--- config.mk ---
export PLATFORM = sky130hd
export DESIGN_NAME = four_connected_line_walker_top
export DESIGN_NICKNAME = d
export VERILOG_FILES = /design/src/rtl/fclw_pkg.sv /design/src/rtl/fclw_datapath.sv /design/src/rtl/fclw_controller.sv /design/src/rtl/four_connected_line_walker_top.sv
export SDC_FILE = /design/constraint.sdc
export NUM_CORES = 1
export LEC_CHECK = 0
export BUFFER_PORTS_ARGS = -buffer_cell sky130_fd_sc_hd__buf_2
export CAP_MARGIN = 5
export CORE_ASPECT_RATIO = 0.5
export CORE_MARGIN = 1
export CORE_UTILIZATION = 55
export DETAILED_ROUTE_END_ITERATION = 8
export GPL_ROUTABILITY_DRIVEN = 0
export PLACE_DENSITY = 0.88
export SYNTH_ARGS = -nofsm -noshare
export SYNTH_HDL_FRONTEND = slang
export SYNTH_HIERARCHICAL = 1
export SYNTH_SLANG_ARGS = --single-unit
--- constraint.sdc ---
create_clock -name clock -period 2.8 [get_ports clock]
set_input_delay 0.14 -clock clock [delete_from_list [all_inputs] [get_ports clock]]
set_output_delay 0.14 -clock clock [all_outputs]
set_load 0.05 [all_outputs]
--- src/rtl/fclw_pkg.sv ---
// ----------------------------------------------------------------------------
// fclw_pkg
// Shared types and constants for the four-connected line walker.
// ----------------------------------------------------------------------------
package fclw_pkg;

   localparam int GRID_SIZE = 32;
   localparam int COORD_W   = 5;
   // steps in one line: at most 2 * (GRID_SIZE - 1)
   localparam int COUNT_W   = COORD_W + 1;
   // (1 + 2 * i) * d with i, d below GRID_SIZE
   localparam int PROD_W    = 2 * COORD_W + 1;

   typedef logic [COORD_W-1:0] coord_type;
   typedef logic [COUNT_W-1:0] count_type;
   typedef logic [PROD_W-1:0]  prod_type;

   typedef struct packed {
      coord_type start_x;
      coord_type start_y;
      coord_type end_x;
      coord_type end_y;
   } req_type;

   typedef struct packed {
      coord_type cell_x;
      coord_type cell_y;
      logic      last_cell;
   } rsp_type;

   typedef enum logic {
      ST_IDLE,
      ST_WALK
   } state_type;

   // commands from controller to datapath
   typedef struct packed {
      logic load;
      logic step;
   } ctrl_type;

   // status from datapath to controller
   typedef struct packed {
      logic last;
   } status_type;

   // saturate a coordinate to the grid
   function automatic coord_type clamp_coord(input coord_type v);
      coord_type c;
      c = v;
      if ({1'b0, v} >= COUNT_W'(GRID_SIZE)) begin
         c = COORD_W'(GRID_SIZE - 1);
      end
      return c;
   endfunction

endpackage

--- src/rtl/fclw_datapath.sv ---
// ----------------------------------------------------------------------------
// fclw_datapath
// Cell position, step decision terms and remaining step count of one line.
// ----------------------------------------------------------------------------
module fclw_datapath (
   input  logic                clock,
   input  fclw_pkg::req_type    req,
   input  fclw_pkg::ctrl_type   ctrl,
   output fclw_pkg::status_type status,
   output fclw_pkg::coord_type  cell_x,
   output fclw_pkg::coord_type  cell_y
);
   import fclw_pkg::*;

   coord_type x_ff, x_in;
   coord_type y_ff, y_in;
   coord_type adx_ff, adx_in;
   coord_type ady_ff, ady_in;
   logic      xneg_ff, xneg_in;
   logic      yneg_ff, yneg_in;
   prod_type  lhs_ff, lhs_in;
   prod_type  rhs_ff, rhs_in;
   count_type remain_ff, remain_in;

   coord_type sx, sy, ex, ey;
   coord_type dx, dy;

   // clamp the request and take the distances
   always_comb begin
      sx = clamp_coord(req.start_x);
      sy = clamp_coord(req.start_y);
      ex = clamp_coord(req.end_x);
      ey = clamp_coord(req.end_y);
      dx = (ex >= sx) ? (ex - sx) : (sx - ex);
      dy = (ey >= sy) ? (ey - sy) : (sy - ey);
   end

   // load a new line or advance one cell
   always_comb begin
      x_in      = x_ff;
      y_in      = y_ff;
      adx_in    = adx_ff;
      ady_in    = ady_ff;
      xneg_in   = xneg_ff;
      yneg_in   = yneg_ff;
      lhs_in    = lhs_ff;
      rhs_in    = rhs_ff;
      remain_in = remain_ff;
      if (ctrl.load) begin
         x_in      = sx;
         y_in      = sy;
         adx_in    = dx;
         ady_in    = dy;
         xneg_in   = ex < sx;
         yneg_in   = ey < sy;
         lhs_in    = PROD_W'(dy);
         rhs_in    = PROD_W'(dx);
         remain_in = COUNT_W'(dx) + COUNT_W'(dy);
      end else if (ctrl.step) begin
         // horizontal when (1+2ix)*ady < (1+2iy)*adx, else vertical
         if (lhs_ff < rhs_ff) begin
            x_in   = xneg_ff ? (x_ff - COORD_W'(1)) : (x_ff + COORD_W'(1));
            lhs_in = lhs_ff + PROD_W'({ady_ff, 1'b0});
         end else begin
            y_in   = yneg_ff ? (y_ff - COORD_W'(1)) : (y_ff + COORD_W'(1));
            rhs_in = rhs_ff + PROD_W'({adx_ff, 1'b0});
         end
         remain_in = remain_ff - COUNT_W'(1);
      end
   end

   always_ff @(posedge clock) begin
      x_ff      <= x_in;
      y_ff      <= y_in;
      adx_ff    <= adx_in;
      ady_ff    <= ady_in;
      xneg_ff   <= xneg_in;
      yneg_ff   <= yneg_in;
      lhs_ff    <= lhs_in;
      rhs_ff    <= rhs_in;
      remain_ff <= remain_in;
   end

   assign status.last = (remain_ff == '0);
   assign cell_x      = x_ff;
   assign cell_y      = y_ff;

endmodule

--- src/rtl/fclw_controller.sv ---
// ----------------------------------------------------------------------------
// fclw_controller
// Sequences one line: load on request, then one cell per cycle to the end.
// ----------------------------------------------------------------------------
module fclw_controller (
   input  logic                clock,
   input  logic                reset,
   input  logic                start,
   input  fclw_pkg::status_type status,
   output fclw_pkg::ctrl_type   ctrl,
   output logic                busy,
   output logic                rsp_strobe
);
   import fclw_pkg::*;

   state_type state_ff, state_in;

   // hold the state
   always_ff @(posedge clock) begin
      if (reset) begin
         state_ff <= ST_IDLE;
      end else begin
         state_ff <= state_in;
      end
   end

   // next state and commands
   always_comb begin
      state_in   = state_ff;
      ctrl       = '0;
      busy       = 1'b0;
      rsp_strobe = 1'b0;
      case (state_ff)
         ST_IDLE: begin
            if (start) begin
               ctrl.load = 1'b1;
               state_in  = ST_WALK;
            end
         end
         ST_WALK: begin
            busy       = 1'b1;
            rsp_strobe = 1'b1;
            if (status.last) begin
               state_in = ST_IDLE;
            end else begin
               ctrl.step = 1'b1;
            end
         end
         default: begin
            state_in = ST_IDLE;
         end
      endcase
   end

endmodule

--- src/rtl/four_connected_line_walker_top.sv ---
// ----------------------------------------------------------------------------
// four_connected_line_walker_top
// Walks a 4-connected line between two grid cells, one cell per result.
//
//   channel   ports                     handshake
//   request   start, busy, req          taken when start high and busy low
//   result    rsp_strobe, rsp           one cell per cycle, no back-pressure
//
// A line of adx + ady + 1 cells (up to 63) is loaded from the request and
// then sent one cell per cycle; busy is high for exactly the cells emitted.
// The step decision uses running sums of 2*ady and 2*adx, so no multiplier.
// Reset returns the controller to idle; datapath registers are not reset.
// The receiver cannot stall: each cell is shown for a single cycle.
// ----------------------------------------------------------------------------
module four_connected_line_walker_top (
   input  logic             clock,
   input  logic             reset,
   input  logic             start,
   output logic             busy,
   input  fclw_pkg::req_type req,
   output logic             rsp_strobe,
   output fclw_pkg::rsp_type rsp
);
   import fclw_pkg::*;

   ctrl_type   ctrl;
   status_type status;
   coord_type  cell_x;
   coord_type  cell_y;

   fclw_controller u_controller (
      .clock      (clock),
      .reset      (reset),
      .start      (start),
      .status     (status),
      .ctrl       (ctrl),
      .busy       (busy),
      .rsp_strobe (rsp_strobe)
   );

   fclw_datapath u_datapath (
      .clock  (clock),
      .req    (req),
      .ctrl   (ctrl),
      .status (status),
      .cell_x (cell_x),
      .cell_y (cell_y)
   );

   // drive the result
   always_comb begin
      rsp.cell_x    = cell_x;
      rsp.cell_y    = cell_y;
      rsp.last_cell = status.last;
   end

endmodule
* Word-level counts from Yosys, hierarchy flattened
Cells that the tools add are included.
** Word-level totals
- Bits in read-only memories :: 0
- Bits in latches :: 0
- Register bits after elaboration :: 51
- Logic and storage cells :: 63
- Output and inout bits :: 13
- Memory bits (writable) :: 0
- Bits of input ports :: 23
- Memories kept :: 0
** Cells by class
- $add $sub $neg :: 12
- Mux-type cells :: 24
- Multipliers :: 0
- Shifts and indexed selects :: 0
- Bitwise gates (word level) :: 2
- Reductions and logical operators :: 7
- $lt $le $gt $ge :: 5
- Divide/modulo/power cells :: 0
- Eq/ne operators :: 1
** Operators by type and width (count)
- 2-to-1 mux 5 bit :: 16
- adder 11 x 6 -> 11 bit :: 2
- subtractor 5 bit :: 4
- 2-to-1 mux 6 bit :: 2
- < comparator 11 bit :: 1
- adder 5 x 1 -> 5 bit (second input constant) :: 2
- >= comparator 5 bit :: 2
- < comparator 5 bit :: 2
- subtractor 5 x 1 -> 5 bit (second input constant) :: 2
- AND reduction 2 bit :: 4
- adder 5 x 5 -> 6 bit :: 1
- logical NOT 6 bit :: 1
- subtractor 6 x 1 -> 6 bit (second input constant) :: 1
- 2-to-1 mux 1 bit :: 5
- nonzero test 2 bit :: 2
- inequality test 2 bit (second input constant) :: 1
- inverter 1 bit :: 2
- one-hot mux 1 bit (2 select lines) :: 1

* Longest topological paths before layout
- Depth in word-level cells :: 5
- Gate-level depth with buffers :: 14

* Cells and area by module
Netlist, hierarchy kept.
** By module, submodules not included
- fclw_datapath :: cells each 388, instances 1, sequential area each 1381.3 sq um, area each 3916.3 sq um
- fclw_controller :: cells each 5, instances 1, sequential area each 20.0 sq um, area each 60.1 sq um
- four_connected_line_walker_top :: cells each 1, instances 1, sequential area each 0.0 sq um, area each 7.5 sq um

* Least setup slack after synthesis
No wires, ideal clock.
- Path kind :: in2reg
- Start :: in req[8] (netlist name)
- End :: reg u_datapath.remain_ff[4] (data pin)
- Library setup time :: 271 ps
- Data required time :: 2529 ps
- Cell stages on the path :: 12
- Slack :: 164 ps
- Data arrival time :: 2364 ps
- Path buffers :: 0
- Cells stage by stage :: inv_1 -> ha_1 -> and4_1 -> nor3_2 -> a31oi_4 -> mux2_2 -> fa_1 -> a21o_1 -> a21oi_1 -> xnor2_1 -> nand2_1 -> o21ai_0
** Between the ends
- Cells in the longest elaborated chain, start to end :: 4
** Ends and longest elaborated chain
- start, declared :: line four_connected_line_walker_top.sv:20 : input fclw_pkg::req_type req,
- >= comparator 5 bit :: line fclw_datapath.sv:34 : dx = (ex >= sx) ? (ex - sx) : (sx - ex);
- 2-to-1 mux 5 bit :: line fclw_datapath.sv:34
- named net u_datapath.dx[1] :: line fclw_datapath.sv:26 : coord_type dx, dy;
- adder 5 x 5 -> 6 bit :: line fclw_datapath.sv:58 : remain_in = COUNT_W'(dx) + COUNT_W'(dy);
- 2-to-1 mux 6 bit :: line fclw_datapath.sv:49 : if (ctrl.load) begin
- named net u_datapath.remain_in[4] :: line fclw_datapath.sv:23 : count_type remain_ff, remain_in;
- end signal, assigned :: line fclw_datapath.sv:81 : remain_ff <= remain_in;
- end, declared :: line fclw_datapath.sv:23
The timed path passes the listed nets, and every way through them passes these cells.
A chain may end at the register's enable or synchronous reset.

* Worst setup path after layout
- Start :: in req[6] (netlist name)
- End :: reg u_datapath.remain_ff[4] (data pin)
** Between the ends
- Cells in the longest elaborated chain, start to end :: 4
** Ends and longest elaborated chain (line)
- subtractor 5 bit or >= comparator 5 bit (tied branches) :: fclw_datapath.sv:34
- 2-to-1 mux 5 bit * :: fclw_datapath.sv:34
- named net u_datapath.dx[1] :: fclw_datapath.sv:26
- adder 5 x 5 -> 6 bit * :: fclw_datapath.sv:58
- 2-to-1 mux 6 bit * :: fclw_datapath.sv:49
- named net u_datapath.remain_in[4] :: fclw_datapath.sv:23
Mark *: on every way through the listed nets, which the timed path passes. The rest lies on a longest branch.

==> metrics.log <==
INFO  metric gr-usage-all-layers = 0.239
INFO  metric floorplan.rows = 21
INFO  metric seq_area_frac_synth = 0.352
INFO  metric critical_setup_path_class = input port to register
INFO  metric async_flop_share = 0
INFO  metric totalNegativeSetupSlack = 0 ps
INFO  metric ys.flop_type = sky130_fd_sc_hd__edfxtp_1
INFO  metric synthesis.nets = around 480
INFO  metric core_area = 6830 sq um
INFO  metric synthesis.yosys.warnings = 6
INFO  metric vdd_drop_max = around 410 uV
INFO  metric regArea = 1400 sq um
INFO  metric num_vias = between 2000 and 3000
INFO  metric final_nets = 530
INFO  metric syn-mean-instance-area = roughly 10 sq um
INFO  metric power.density = 930 nW/um^2
INFO  metric critPathLaunch = req[6]
INFO  metric height_of_the_die = approximately 62 microns
INFO  metric grt-ovfl-total = 0
INFO  metric grt_max_degree = 31
INFO  metric clock_sink_count = about 50
INFO  metric layoutNonFillerInstCount = 540
INFO  metric syn-cell-area = between 3000 and 4000 sq um
INFO  metric finalHoldViolations = 0
INFO  metric min_period = between 2000 and 3000 ps
INFO  metric fraction_of_layout_cells_with_a_size_suffix_above_1 = 0.194
INFO  metric routed_wl = just over 8000 microns
INFO  metric critical_path_arrival = 2690 ps
INFO  metric dp_cells = approximately 530
INFO  metric antenna_found_initial = 0
INFO  metric hp-class = input port to register
INFO  metric crit_chain = buf_2, inv_1, ha_1, nor2b_2, o211ai_1, a31oi_4, mux2_2, fa_1, a21o_1, a21oi_1, xnor2_1, nand2_1, o21ai_0
INFO  metric max_cap_viol_count = 0
INFO  metric io_pins = 36
INFO  metric number_of_design_rule_violations_left_after_detail_routing = 0
INFO  metric die_extent_in_x = around 120 microns
INFO  metric clk_pin_slew_worst_paths = about 70 ps
INFO  metric global_route_wire_length_before_repair = 14100 microns
INFO  metric cts_tree = built
INFO  metric worst_pin_slew = 522 ps
INFO  metric worstPathMaxFanout = 4
INFO  metric cts_max_path_buffers = 2
INFO  metric slowest_stage_cell_crit_path = sky130_fd_sc_hd__fa_1
INFO  metric post_drt_via_cell_ratio = about 5.5
INFO  metric ant_nets = 0
INFO  metric cts_made_buffers = 5
INFO  metric slew_headroom = 0.652
INFO  metric synth_area_leaders = sky130_fd_sc_hd__edfxtp_1 29%, sky130_fd_sc_hd__ha_1 16%, sky130_fd_sc_hd__dfxtp_1 6.5%
INFO  metric filler_cell_count = 522
INFO  metric drt_first_pass_iters = 4
INFO  metric port_buffers = 35
INFO  metric fin_util = 0.668
INFO  metric worst_skew_pair.late_latency = around 300 ps
INFO  metric p_leak = around 2.1 nW
INFO  metric syn_inst = just under 400
INFO  metric ctsHtreeMaxLevel = 2
INFO  metric yosys_register_bits = just over 50
INFO  metric floorplan_die_area = ~7600 sq um
INFO  metric detailedPlacementHpwl = between 6000 and 7000 microns
INFO  metric route.detailed.wl_per_inst = between 15 and 20 microns
INFO  metric area.growth.synth_to_final = 14.5%
INFO  metric min_period_over_period = 0.951
INFO  metric cts-root-buf = sky130_fd_sc_hd__clkbuf_16
INFO  metric number_of_antenna_repair_diodes = 0
INFO  metric critical_path.reg2reg.startpoint = u_datapath/remain_ff[2]
INFO  metric endpoint_kind = register
INFO  metric timing.hold.worst.start = reset
INFO  metric timing.clock.skew = ~3.8 ps
INFO  metric cp_data_required_time = between 2000 and 3000 ps
INFO  metric crit_path_start_kind = input port
INFO  metric netlist.top_cell.by_area = sky130_fd_sc_hd__edfxtp_1
INFO  metric final_max_slew_viol_count = 0
INFO  metric detailedRoute.firstIterationViolations = approximately 170
INFO  metric multiInputGateArea = approximately 2300 sq um
INFO  metric initial_utilization = 0.583
INFO  metric slowest_delay = between 400 and 500 ps
INFO  metric synth_enable_flop_cells = 38
INFO  metric synthDominantCellAreaShare = 0.286
INFO  metric synthMostInstantiatedCell = sky130_fd_sc_hd__inv_1
INFO  metric maxClockFrequency = around 380 MHz
INFO  metric ys_types = 53
INFO  metric synth_top_cells_by_count = 56 x sky130_fd_sc_hd__inv_1, 51 x sky130_fd_sc_hd__ha_1, 38 x sky130_fd_sc_hd__edfxtp_1
INFO  metric grt_pass1_vias = approximately 3000
INFO  metric run_status = complete, no violations
INFO  metric timing.hold.ws = between 70 and 80 ps
INFO  metric finalSetupViolCount = 0
## final cells by class
class	instances	area share
clock buffers	5	0.0274
repair buffers	57	0.0746
multi-input cells	276	0.510
inverters	56	0.0461
flip-flops and latches	51	0.307
clock inverters	3	0.00960
well taps	92	0.0252
## placed cells by master, fill, tap and decap left out, drive strengths merged, types with 5 or more instances in the layout
master | synthesis | layout
inv | 56 | 56
or3 | 5 | 5
nand2 | 18 | 18
nor2 | 16 | 16
a21o | 22 | 22
nor2b | 11 | 11
clkbuf | 6 | 5
dfxtp | 13 | 13
mux2 | 11 | 11
buf | 5 | 57
a21oi | 30 | 30
mux2i | 10 | 10
xnor2 | 14 | 14
fa | 9 | 9
o21ai | 24 | 24
edfxtp | 38 | 38
xor2 | 12 | 12
ha | 51 | 51
## registers in the layout (all words and copies together), names as in the netlist
register               flops
u_datapath/lhs_ff         11
u_datapath/rhs_ff         11
u_datapath/adx_ff          5
u_datapath/yneg_ff         1
u_controller/state_ff      1
u_datapath/remain_ff       6
u_datapath/ady_ff          5
u_datapath/cell_y          5
u_datapath/xneg_ff         1
u_datapath/cell_x          5
## report_power, final
| part | total, mW | switching (mW) | leakage [nW] | internal [mW] |
|---|---|---|---|---|
| clock | 0.705 | 0.284 | 0.0838 | 0.422 |
| sequential | 1.30 | 0.163 | 0.475 | 1.14 |
| combinational | 2.24 | 1.33 | 1.56 | 0.911 |
## worst max-delay path, delay by kind of cell
family	cells	cell delay [ps]
compound gates	5	850
xor+xnor	1	90
fa+ha+maj	2	770
buf+inv	2	140
mux	1	420
simple gates	2	270
## path summary, 6_finish.rpt
| path | endpoint | slack, ps | cells past startpoint |
|---|---|---|---|
| worst max-delay path | u_datapath/remain_ff[4] | 140 | 13 |
| worst max register to register | u_datapath/cell_y[3] | 270 | 6 |
| worst min-delay path | u_controller/state_ff | 80 | 2 |
| worst min register to register | u_datapath/rhs_ff[10] | 490 | 2 |
## metrics by stage
step | setup WS, ps | cell area [sq um] | total power [mW]
2_1_floorplan | 164 | 3980 | 2.91
3_5_place_dp | -105 | 4390 | 3.47
5_1_grt | -12.3 | 4560 | 4.53
6_report | 139 | 4560 | 4.24
3_3_place_gp | 15.5 | 4390 | 3.35
4_1_cts | 149 | 4560 | 4.23
## cells by family after synthesis
| group | count (synthesis) | share of synthesized area |
|---|---|---|
| compound gates | 96 | 0.163 |
| simple gates | 73 | 0.0977 |
| buf+inv | 67 | 0.0672 |
| fa+ha+maj | 60 | 0.205 |
| flops | 51 | 0.352 |
| xor+xnor | 26 | 0.0572 |
| mux | 21 | 0.0581 |
## timing repair
action,4_1_cts,5_1_grt
setup buffers,0,0
gates resized for setup,0,3
setup endpoints to repair,0,2
hold buffers,0,0
## metal layers
layer	track usage	wire, microns	part of all wire	vias up
li1	-	-	-	1481
met3	0.0358	337	0.041	12
met5	0	0	0	-
met2	0.395	3990	0.48	80
met4	0.0869	125	0.015	0
met1	0.317	3810	0.46	1414
Power figures use the tool's default switching activity.
